[src/hw/rtl/cgh_pkg.sv]
// Shared types, codes and constants of the click grid histogram.
// Depends on nothing; imported by every module of the block.
package cgh_pkg;

    // Default values of the top-level parameters.
    localparam int DEF_MAX_ROWS    = 16;
    localparam int DEF_MAX_COLUMNS = 16;
    localparam int DEF_COORD_BITS  = 16;

    // Fixed field widths.
    localparam int SIZE_BITS     = 16;
    localparam int GRID_CFG_BITS = 5;
    localparam int COUNT_BITS    = 16;
    localparam int BYTE_BITS     = 8;
    localparam int CELL_BITS     = 4;
    localparam int IN_DATA_W     = 16;
    localparam int OUT_DATA_W    = 40;
    localparam int CFG_INDEX_W   = 2;
    localparam int CFG_DATA_W    = 16;

    // Character codes of the click log.
    localparam logic [BYTE_BITS-1:0] CHAR_ZERO    = 8'd48;
    localparam logic [BYTE_BITS-1:0] CHAR_NINE    = CHAR_ZERO + 8'd9;
    localparam logic [BYTE_BITS-1:0] CHAR_NEWLINE = 8'd10;
    localparam logic [BYTE_BITS-1:0] CHAR_COMMA   = 8'd44;

    localparam logic [COUNT_BITS-1:0] COUNT_LIMIT = 16'hFFFF;

    // Register reset values.
    localparam logic [SIZE_BITS-1:0]     RST_CELL_WIDTH   = 16'd192;
    localparam logic [SIZE_BITS-1:0]     RST_CELL_HEIGHT  = 16'd108;
    localparam logic [GRID_CFG_BITS-1:0] RST_GRID_COLUMNS = 5'd10;
    localparam logic [GRID_CFG_BITS-1:0] RST_GRID_ROWS    = 5'd10;

    // Input action and reply kind codes.
    localparam logic ACTION_TEXT = 1'b0;
    localparam logic ACTION_READ = 1'b1;
    localparam logic KIND_BIN    = 1'b0;
    localparam logic KIND_READ   = 1'b1;

    // Configuration register indexes.
    typedef enum logic [CFG_INDEX_W-1:0] {
        REG_CELL_WIDTH,
        REG_CELL_HEIGHT,
        REG_GRID_COLUMNS,
        REG_GRID_ROWS
    } cfg_index_t;

    // Control sequencer states.
    typedef enum logic [2:0] {
        ST_CLEAR,
        ST_IDLE,
        ST_DIVIDE,
        ST_FETCH,
        ST_EMIT
    } state_t;

    // Request strobes into the count store.
    typedef struct packed {
        logic rd_en;
        logic wr_en;
    } mem_ctl_t;

endpackage

[src/hw/rtl/cgh_div.sv]
// Restoring divider, one quotient bit per cycle.
// Depends on cgh_pkg; used twice by the top level for the two coordinates.
module cgh_div #(
    parameter int COORD_BITS = cgh_pkg::DEF_COORD_BITS
) (
    input  logic                           clk,
    input  logic                           rst_n,
    input  logic                           start,
    input  logic [COORD_BITS-1:0]          dividend,
    input  logic [cgh_pkg::SIZE_BITS-1:0]  divisor,
    output logic                           done,
    output logic [COORD_BITS-1:0]          quotient
);
    import cgh_pkg::*;

    localparam int CNT_W = $clog2(COORD_BITS + 1);

    logic [COORD_BITS-1:0] quo_reg;
    logic [SIZE_BITS-1:0]  rem_reg;
    logic [SIZE_BITS-1:0]  dsr_reg;
    logic [CNT_W-1:0]      cnt_reg;
    logic                  done_reg;
    logic [SIZE_BITS:0]    shifted;
    logic [SIZE_BITS:0]    diff;
    logic                  ge;

    // One trial subtraction. A zero divisor always succeeds, so the quotient is all ones.
    assign shifted = {rem_reg, quo_reg[COORD_BITS-1]};
    assign diff    = shifted - {1'b0, dsr_reg};
    assign ge      = (shifted >= {1'b0, dsr_reg});

    // Step counter and completion strobe.
    always_ff @(posedge clk or negedge rst_n)
    begin
        if (!rst_n)
        begin
            cnt_reg  <= '0;
            done_reg <= 1'b0;
        end
        else
        begin
            done_reg <= 1'b0;
            if (start)
            begin
                cnt_reg <= CNT_W'(COORD_BITS);
            end
            else if (cnt_reg != '0)
            begin
                cnt_reg <= cnt_reg - 1'b1;
                if (cnt_reg == CNT_W'(1))
                begin
                    done_reg <= 1'b1;
                end
            end
        end
    end

    // Partial remainder and quotient shift register.
    always_ff @(posedge clk)
    begin
        if (start)
        begin
            quo_reg <= dividend;
            rem_reg <= '0;
            dsr_reg <= divisor;
        end
        else if (cnt_reg != '0)
        begin
            rem_reg <= ge ? diff[SIZE_BITS-1:0] : shifted[SIZE_BITS-1:0];
            quo_reg <= {quo_reg[COORD_BITS-2:0], ge};
        end
    end

    assign done     = done_reg;
    assign quotient = quo_reg;

endmodule

[config.mk]
export PLATFORM = sky130hd
export DESIGN_NAME = cgh_div
export DESIGN_NICKNAME = d
export VERILOG_FILES = /design/src/hw/rtl/cgh_pkg.sv /design/src/hw/rtl/cgh_div.sv
export SDC_FILE = /design/constraint.sdc
export NUM_CORES = 1
export LEC_CHECK = 0
export ABC_AREA = 1
export BUFFER_PORTS_ARGS = -buffer_cell sky130_fd_sc_hd__buf_4
export CORE_AREA = 2 2 77 79
export DETAILED_ROUTE_END_ITERATION = 6
export DIE_AREA = 0 0 79 81
export MAX_ROUTING_LAYER = met4
export PLACE_DENSITY = 0.83
export SETUP_SLACK_MARGIN = 0.15
export SLEW_MARGIN = 15
export SYNTH_ARGS = -nofsm -noshare
export SYNTH_HDL_FRONTEND = slang
export SYNTH_SLANG_ARGS = --single-unit
[constraint.sdc]
create_clock -name clk -period 3.9 [get_ports clk]
set_clock_uncertainty 0.05 [all_clocks]
set_input_delay 0.39 -clock clk [delete_from_list [all_inputs] [get_ports clk]]
set_output_delay 0.39 -clock clk [all_outputs]
set_load 0.03 [all_outputs]
==> metrics.md, run 1 <==
| Metric | Value |
|---|---|
| CP cell instances | `inv_1 -> ha_1 -> nand2_1 -> nor2_1 -> and2_4 -> nand3_2 -> nand2_2 -> nor2_4 -> nand2_4 -> nand2_1 -> nand3_1 -> nand2_1` |
| Setup-failing EPs final | `0` |
| Die area | `6399 um2` |
| Post-cts gate resize count | `0` |
| DRC | `0` |
| Clock transition at the registers of the reported paths | `0.10 ns` |
| R2r startpoint | `dsr_reg[9]` |
| Synth cell types | `31` |
| CP Data Arrival Time | `2.42 ns` |
| Total global routing overflow | `0` |
| Source of the worst hold timing path | `divisor[5]` |
| Total Wirelength | `7372 um` |
| Number of synthesized flops with an enable pin | `32` |
| Nets@finish | `551` |
| Status | `completed` |
| GP Congestion | `0.9705` |
| Slew @ Worst Pin | `0.6518 ns` |
| Max Clk Rate | `0.4499 GHz` |
| Synthesized area | `3318 um2` |
| Mapped Nets | `500` |
| Num rows | `28` |
| Async S/R FF share, synth | `11.11%` |
| H-Tree Depth | `2` |
| DP Wirelength | `5379 um` |
| Critical path required time | `4.10 ns` |
| Power Total | `0.002384 W` |
| Die extent in y | `81 um` |
| Peak supply drop | `0.0003230 V` |
| PwrDens | `615.8 nW/um2` |
| Critical Path Max Stage Delay | `0.39 ns` |
| DR pass1 iterations | `5` |
| Sink Count | `54` |
| Crit path time final | `2.223 ns` |
| Register-to-register setup slack | `1.68 ns` |
| Core area | `5675 um2` |
| Largest net degree at the start of global routing | `36` |
| Tcrit/Tclk final | `57.00%` |
| Die width | `79 um` |
| Final ANT Viol Nets | `0` |
| Hold crit path type | `primary input to flop` |
| Slew margin rel. | `56.50%` |
| CP Launch Type | `flop` |
| Top cell by count, worst path | `nand2_1` |
| Num CTS Buffers | `5` |
| Worst reg2reg path depth | `12` |
| Placement Cell Area | `3751 um2` |
| Syn. warnings | `0` |
| Antenna Cells | `0` |
| CTS tree | `done` |
| Slowest cell on the critical path | `nor2_4` |
| Wire length per cell | `12.89 um` |
| Placed instance count | `563` |
| Initial antenna violation count | `0` |
| First-pass GRT wire length | `12430 um` |
| Starting density of the core | `58.47%` |
| CP endpoint kind | `flop` |
| WS Path Type | `flop to flop` |
| Total GRT Usage | `25.29%` |
| Top_reg_cell synth | `edfxtp_1` |
| Finished Layout Cells | `572` |
| Post-synthesis sequential area ratio | `43.14%` |
| Synth Instances | `445` |
| Min-Delay Endpoint | `dsr_reg[5]` |
| Mean Syn Cell Area | `7.457 um2` |
| Maxcap violations | `0` |
| Area grow syn2layout | `16.67%` |
| Setup TNS Final | `0 ns` |
| Clock root buffer | `clkbuf_8` |
| Ports | `52` |
| Share of cells above drive strength 1 | `14.49%` |
| Vias per cell | `5.217` |
| Max Buffers Root-to-Sink | `2` |
| Skew-Pair Late Insertion Delay | `0.31 ns` |
| Commonest non-fill, non-tap cell in the layout | `nand2_1` |
| IO Port Bufs | `51` |
| Crit Path Max Fanout | `18` |
| Final Hold Vio Count | `0` |
| Hold depth | `1` |
| Synthesis-stage register bit count | `54` |
| Vias | `2984` |
| DRT iter0 DRCs | `251` |
| Final Instance Area | `3871 um2` |
| Worst r2r dst | `rem_reg[14]` |
| Commonest cells after routing, fill and taps aside | `nand2_1 (178), inv_1 (73), buf_4 (53), nand3_1 (44), edfxtp_1 (32)` |
| LEAKAGE | `2.097 nW` |
| Vias in the first global route | `2788` |
| Max-slew violation count | `0` |
| RSZ-0062 raised after global routing | `false` |
[layer usage]
metal / GRT usage (%) / wire (um) / vias to the layer above
met1: 31.93 / 3250 / 1355
met4: 9.310 / 87 / 0
met3: 4.111 / 485 / 11
met5: - / 0 / -
li1: - / - / 1496
met2: 41.44 / 3549 / 122
[power breakdown]
part / leakage (nW) / switching, W / total, W / internal (W)
Clock: 0.0514 / 0.000186 / 0.000378 / 0.000192
Sequential: 0.539 / 0.0000937 / 0.000847 / 0.000753
Combinational: 1.51 / 0.000737 / 0.00116 / 0.000422
Total: 2.10 / 0.00102 / 0.00238 / 0.00137
[how the worst max path moves through the flow]
| stage | from | to | slack [ns] | cells after the start |
|---|---|---|---|---|
| floorplan | quotient[15] | rem_reg[14] | 1.91 | 13 |
| global placement | dsr_reg[9] | rem_reg[11] | 1.76 | 12 |
| detailed placement | dsr_reg[9] | rem_reg[14] | 1.70 | 12 |
| CTS | dsr_reg[9] | rem_reg[14] | 1.68 | 12 |
| global route | dsr_reg[4] | rem_reg[13] | 1.51 | 12 |
| finish | dsr_reg[9] | rem_reg[14] | 1.68 | 12 |
[synthesized netlist by cell type, types with 2 or more instances]
master,n,area share [%]
nand2_1,178,20
inv_1,73,8.3
nand3_1,44,6.6
edfxtp_1,32,29
ha_1,19,7.2
dfxtp_1,16,9.7
nor2_1,15,1.7
a21oi_1,11,1.7
dfrtp_1,6,4.5
nand3b_1,5,1.1
xnor2_1,5,1.3
clkbuf_1,4,0.45
nand4_1,4,0.75
nor3_1,4,0.60
a31oi_1,3,0.57
buf_4,3,0.68
nand2_2,3,0.57
xor2_1,3,0.79
buf_2,2,0.30
nand2_4,2,0.68
nand3_2,2,0.60
nor2_2,2,0.38
[layout make-up]
class / count / area, um2
fill: 491 / 1804
multi-input combinational: 307 / 1550
sequential: 54 / 1431
timing repair buffer: 54 / 407.9
inverter: 74 / 277.8
tap: 75 / 93.84
clock buffer: 6 / 72.57
clock inverter: 2 / 37.54
[cells by family after synthesis]
kind of cell / share of synthesized area, %
AND/OR/NAND/NOR: 33.79
flip-flops: 43.14
adder cells (fa/ha/maj): 7.768
XOR/XNOR: 2.112
AO/OA/AOI/OAI: 3.054
buffers and inverters: 10.14
[timing repair]
action	CTS	global route
endpoints found under the hold margin	6	0
setup buffers	0	0
hold buffers	1	0
setup endpoints to repair	0	0
[stage by stage]
step / setup WS, ns / util [%] / hold slack (ns)
2_1_floorplan: 1.905 / - / 0.04441
3_3_place_gp: 1.764 / 66.09 / 0.1519
3_5_place_dp: 1.696 / 66.09 / 0.1516
4_1_cts: 1.679 / 68.21 / 0.1966
5_1_grt: 1.513 / 68.21 / 0.1893
6_report: 1.677 / 68.21 / 0.2022
[worst max-delay path: cells and delay by family, from the launching register on]
| family | cells | cell delay (ns) |
|---|---|---|
| simple gates | 10 | 1.35 |
| buf+inv | 1 | 0.05 |
| fa+ha+maj | 1 | 0.37 |
| flops | 1 | 0.34 |
Note: power is estimated with default switching activity, not from simulation.
==> run 2, diff against run 1 <==
Settings changed: ABC_AREA 1 to 0, CORE_AREA 2 2 77 79 to 2 2 81 83, DIE_AREA 0 0 79 81 to 0 0 83 85, PLACE_DENSITY 0.83 to 0.75.
Clock period 3.9 ns to 1.95 ns, I/O delays scaled along.
==> run 2 against run 1 <==
  * The flow now finishes with violations (setup timing)
  * Count of clock-buffer cells in the layout decreased by 1
  * Sequential power is 110% higher
  * Global-route usage fell by 4.6 points
  * Largest cell class unchanged
  * Highest routed layer unchanged
==> metrics.md, run 2 <==
| Metric | Value |
|---|---|
| Final ANT Viol Nets | `0` |
| Clock transition at the registers of the reported paths | `0.11 ns` |
| Synth Instances | `282` |
| Total global routing overflow | `0` |
| Top cell type's share of synthesized area | `31.46%` |
| Failing checks | `setup timing` |
| Crit path time final | `2.236 ns` |
| Mean Syn Cell Area | `10.83 um2` |
| GP Congestion | `0.8750` |
| Finished Layout Cells | `480` |
| Sink Count | `54` |
| Peak supply drop | `0.0007641 V` |
| Top_reg_cell synth | `edfxtp_1` |
| Area grow syn2layout | `46.58%` |
| Synth cell types | `46` |
| DP Wirelength | `4839 um` |
| Power Total | `0.006536 W` |
| CTS tree | `done` |
| Ports | `52` |
| Critical path required time | `2.14 ns` |
| Die area | `7055 um2` |
| PwrDens | `1460 nW/um2` |
| Final WS setup | `-0.2857 ns` |
| Die width | `83 um` |
| Crit Path Max Fanout | `3` |
| CP Data Arrival Time | `2.42 ns` |
| Wire length per cell | `15.16 um` |
| Async S/R FF share, synth | `11.11%` |
| Initial antenna violation count | `0` |
| Max-slew violation count | `0` |
| GRT busiest layer | `met2` |
| Placed instance count | `451` |
| Syn. warnings | `0` |
| Vias per cell | `5.331` |
| LEAKAGE | `1.953 nW` |
| Met2 Track Usage GR | `35.78%` |
| Die extent in y | `85 um` |
| Slew margin rel. | `70.65%` |
| DR pass1 iterations | `4` |
| CP endpoint kind | `flop` |
| Vias in the first global route | `2454` |
| Num rows | `29` |
| CP Launch Type | `flop` |
| Commonest cells after routing, fill and taps aside | `buf_4 (108), edfxtp_1 (32), nor2_1 (30), inv_1 (17)` |
| Fillcell total | `417` |
| Share of cells above drive strength 1 | `45.66%` |
| Tcrit/Tclk final | `114.7%` |
| Synth area leader | `edfxtp_1` |
| Setup-failing EPs final | `17` |
| Mapped Nets | `337` |
| Hold crit path type | `primary input to flop` |
| Clock root buffer | `clkbuf_8` |
| Final Hold Vio Count | `0` |
| Status | `complete, but fails checks` |
| Max Buffers Root-to-Sink | `2` |
| CP cell instances | `inv_2 -> ha_4 -> fa_2 -> nand2b_4 -> a21oi_4 -> o21ai_4 -> nand2_2 -> buf_4 -> xor2_1 -> mux2i_1 -> a211oi_2` |
| Critical Path Max Stage Delay | `0.40 ns` |
| Nets@finish | `457` |
| GR Layer Usage met3 | `3.794%` |
| H-Tree Depth | `2` |
| Largest net degree at the start of global routing | `32` |
| Antenna Cells | `0` |
| Synthesized area | `3054 um2` |
| Slowest cell on the critical path | `edfxtp_1` |
| Synth top area cells | `edfxtp_1 (31%), dfxtp_1 (10%), ha_1 (7.8%), mux2_2 (5.9%), dfrtp_1 (4.9%)` |
| Met1 Track Usage GR | `25.03%` |
| Maxcap violations | `0` |
| Max Clk Rate | `0.4473 GHz` |
| WS Path Type | `flop to flop` |
| Vias | `2559` |
| Most instantiated cells after synthesis | `edfxtp_1 (32), nor2_1 (32), inv_1 (24)` |
| Starting density of the core | `49.22%` |
| Final core occ | `72.15%` |
| First-pass GRT wire length | `11460 um` |
| DRT iter0 DRCs | `83` |
| Setup TNS Final | `-3.834 ns` |
| Synthesis-stage register bit count | `54` |
| Post-synthesis sequential area ratio | `46.87%` |
| Skew-Pair Late Insertion Delay | `0.32 ns` |
| Slew @ Worst Pin | `0.4345 ns` |
| RSZ-0062 raised after global routing | `true` |
| IO Port Bufs | `51` |
| Num CTS Buffers | `5` |
| Core area | `6205 um2` |
| Total Wirelength | `7278 um` |
| Number of synthesized flops with an enable pin | `32` |
| DRC | `0` |
| Total GRT Usage | `20.66%` |
| Commonest non-fill, non-tap cell in the layout | `buf_4` |
-- run 2: repair_timing --
action,CTS,global route
hold buffers,10,4
gates resized for setup,33,10
endpoints found under the setup margin,17,17
hold endpoints to repair,15,4
pin swaps,33,9
buffers inserted,6,1
-- run 2: critical path, delay by kind of cell, from the launching register on --
kind / cells / cell delay [ns]
AOI/OAI and AO/OA: 3 / 0.50
and+or+nand+nor: 2 / 0.24
xor gates and xnor gates: 1 / 0.15
DFF: 1 / 0.40
muxes: 1 / 0.11
adders and majority gates: 2 / 0.51
buffers and inverters: 2 / 0.17
-- run 2: final cells by class --
type / count / area [um2] / share of cell area, %
clock buffer: 5 / 68.82 / 1.537
clock inverter: 3 / 47.55 / 1.062
inverter: 24 / 90.09 / 2.012
multi-input combinational: 191 / 1747 / 39.02
sequential: 54 / 1431 / 31.97
tap: 77 / 96.34 / 2.152
timing repair buffer: 126 / 996.0 / 22.25
-- run 2: logic make-up (layout without fill, tap and decap cells) --
kind of cell | after synthesis | count (layout) | share of synthesized area, %
XOR/XNOR | 14 | 14 | 4.015
adder cells (fa/ha/maj) | 20 | 20 | 8.439
multiplexers | 28 | 28 | 9.832
buffers and inverters | 37 | 158 | 5.449
AO/OA/AOI/OAI | 62 | 62 | 15.20
flip-flops | 54 | 54 | 46.87
AND/OR/NAND/NOR | 67 | 67 | 10.20
-- run 2: worst paths after layout --
path / depth (start not counted) / endpoint / slack [ns] / start
worst max-delay path: 11 / rem_reg[10] / -0.29 / quotient[15]
worst min-delay path: 1 / dsr_reg[14] / 0.004 / divisor[14]
worst max register to register: 11 / rem_reg[10] / -0.29 / quotient[15]
worst min register to register: 1 / cnt_reg[4] / 0.50 / cnt_reg[4]
max in group asynchronous: 2 / cnt_reg[0] / 1.58 / rst_n
min in group asynchronous: 2 / cnt_reg[1] / 0.15 / rst_n
-- run 2: per-layer routing --
layer	routed length, um	vias to the layer above	part of all wire (%)
li1	-	1256	-
met1	3228	1252	44
met2	3737	43	51
met3	218	8	3.0
met4	94	0	1.3
met5	0	-	0
-- run 2: where the power goes --
group / leakage [nW] / switching [W] / internal, W
clock: 0.0587 / 0.000395 / 0.000390
sequential: 0.533 / 0.000231 / 0.00155
combinational: 1.36 / 0.00192 / 0.00205
-- run 2: metrics by stage --
stage | area, um2 | worst slack (ns) | hold slack (ns)
global placement | 3913 | -0.4283 | -0.04385
global route | 4477 | -0.4207 | 0.0004966
detailed placement | 3913 | -0.4227 | -0.04204
floorplan | 3104 | -0.2608 | -0.1506
finish | 4477 | -0.2857 | 0.003797
CTS | 4370 | -0.2581 | 0.0001041
==> run 3, diff against run 2 <==
Settings changed: CELL_PAD_IN_SITES_DETAIL_PLACEMENT set to 1, CELL_PAD_IN_SITES_GLOBAL_PLACEMENT set to 1, CORE_AREA 2 2 81 83 to 2 2 87 89, DIE_AREA 0 0 83 85 to 0 0 89 91, PLACE_DENSITY 0.75 to 0.78.
Clock period 1.95 ns to 2.5 ns, I/O delays scaled along.
==> run 3 against run 2 <==
  * The run still ends with setup timing left
  * Sequential power is 20% lower
  * Combinational power decreased by 20%
  * Clock power down 35%
  * Worst setup slack better by 0.13 ns
  * Largest cell class unchanged
  * Highest routed layer unchanged
==> metrics.md, run 3 (synthesis results as in run 2) <==
| Metric | Value |
|---|---|
| Antenna Cells | `0` |
| Crit Path Max Fanout | `2` |
| CP endpoint kind | `flop` |
| Total Wirelength | `9306 um` |
| Critical path required time | `2.63 ns` |
| DR pass1 iterations | `4` |
| Total global routing overflow | `0` |
| Initial antenna violation count | `0` |
| Die area | `8099 um2` |
| Max-slew violation count | `0` |
| CP cell instances | `inv_1 -> ha_1 -> nor2b_2 -> o21bai_4 -> buf_4 -> a211oi_1 -> o21ai_1 -> o21ai_1 -> xnor2_1 -> a31oi_1` |
| Maxcap violations | `0` |
| Crit path time final | `2.658 ns` |
| Vias | `2588` |
| Max Buffers Root-to-Sink | `2` |
| Skew-Pair Late Insertion Delay | `0.31 ns` |
| Slew @ Worst Pin | `0.6316 ns` |
| Area of the multi-input gates | `1690 um2` |
| Max Clk Rate | `0.3763 GHz` |
| CTS tree | `done` |
| Share of cells above drive strength 1 | `41.33%` |
| CP Launch Type | `flop` |
| Clock root buffer | `clkbuf_8` |
| DRC | `0` |
| Fillcell total | `785` |
| Vias per cell | `5.460` |
| Finished Layout Cells | `474` |
| Status | `complete, but fails checks` |
| Area grow syn2layout | `37.36%` |
| Top cell by count, worst path | `o21ai_1` |
| First-pass GRT wire length | `13480 um` |
| Num CTS Buffers | `5` |
| Placed instance count | `451` |
| Slew margin rel. | `57.85%` |
| Die width | `89 um` |
| Bufs and invs on worst path | `2` |
| CP Data Arrival Time | `2.79 ns` |
| Sink Count | `54` |
| Largest net degree at the start of global routing | `32` |
| Ports | `52` |
| Wire length per cell | `19.63 um` |
| DRT iter0 DRCs | `122` |
| PwrDens | `1221 nW/um2` |
| Peak supply drop | `0.0004234 V` |
| Num rows | `31` |
| Final core occ | `58.78%` |
| Nets@finish | `429` |
| Clock transition at the registers of the reported paths | `0.11 ns` |
| GP Congestion | `0.8415` |
| WS Path Type | `flop to flop` |
| Core area | `7137 um2` |
| RSZ-0062 raised after global routing | `true` |
| Hold_ws | `0.05427 ns` |
| Die extent in y | `91 um` |
| Hold crit path type | `primary input to flop` |
| DP Wirelength | `5541 um` |
| Critical Path Max Stage Delay | `0.39 ns` |
| Starting density of the core | `42.79%` |
| Failing checks | `setup timing` |
| Crit path max-delay family | `compound AO/OA/AOI/OAI gates` |
| Commonest non-fill, non-tap cell in the layout | `buf_4` |
| Tcrit/Tclk final | `106.3%` |
| Vias in the first global route | `2743` |
| Final ANT Viol Nets | `0` |
| H-Tree Depth | `2` |
| Final WS setup | `-0.1576 ns` |
| LEAKAGE | `1.836 nW` |
| Total GRT Usage | `21.91%` |
| Commonest cells after routing, fill and taps aside | `buf_4 (86), edfxtp_1 (32), nor2_1 (31), inv_1 (21), mux2_2 (16)` |
| Slowest cell on the critical path | `edfxtp_1` |
| Setup-failing EPs final | `4` |
| Register area | `1433 um2` |
| IO Port Bufs | `51` |
| Final Hold Vio Count | `0` |
-- run 3: routing by layer --
metal  part of all wire, %  GRT usage (%)  vias to the layer above
met5                     0              -                        -
met2                    54          36.63                       51
met4                   2.3          7.463                        0
met3                   2.7          3.636                       21
li1                      -              -                     1207
met1                    41          26.58                     1309
-- run 3: cell type report --
class	count	share of cell area, %
clock inverter	3	0.5070
sequential	54	34.15
inverter	24	2.147
multi-input combinational	192	40.29
tap	99	2.953
timing repair buffer	97	18.31
clock buffer	5	1.640
-- run 3: per-stage QoR --
stage / setup TNS, ns / setup WS (ns) / total power [W] / cell area (um2)
CTS: 0 / 0.1509 / 0.004670 / 4045
global route: -1.067 / -0.2685 / 0.005412 / 4195
global placement: -0.1140 / -0.02140 / 0.003692 / 3729
floorplan: 0 / 0.1723 / 0.003033 / 3058
finish: -0.2144 / -0.1576 / 0.005123 / 4195
detailed placement: -1.044 / -0.1410 / 0.003794 / 3729
-- run 3: worst paths after layout --
path	startpoint	end	slack [ns]	cells past startpoint
max	dsr_reg[1]	rem_reg[15]	-0.16	10
min	divisor[15]	dsr_reg[15]	0.05	1
max reg2reg	dsr_reg[1]	rem_reg[15]	-0.16	10
min reg2reg	cnt_reg[4]	cnt_reg[4]	0.49	1
max in group asynchronous	rst_n	cnt_reg[0]	2.07	2
min in group asynchronous	rst_n	cnt_reg[1]	0.21	2
-- run 3: power by group --
group | internal (W) | leakage, nW | switching [W]
Clock | 0.000198 | 0.0458 | 0.000309
Sequential | 0.00121 | 0.534 | 0.000210
Combinational | 0.00157 | 1.26 | 0.00163
-- run 3: timing repair --
action                                 4_1_cts  5_1_grt
hold buffers                                 1        0
resized for setup                           25       26
cloned                                       1        0
setup buffers                                6        7
endpoints found under the hold margin        6        0
setup endpoints to repair                   17       17
pin swaps                                    8       19
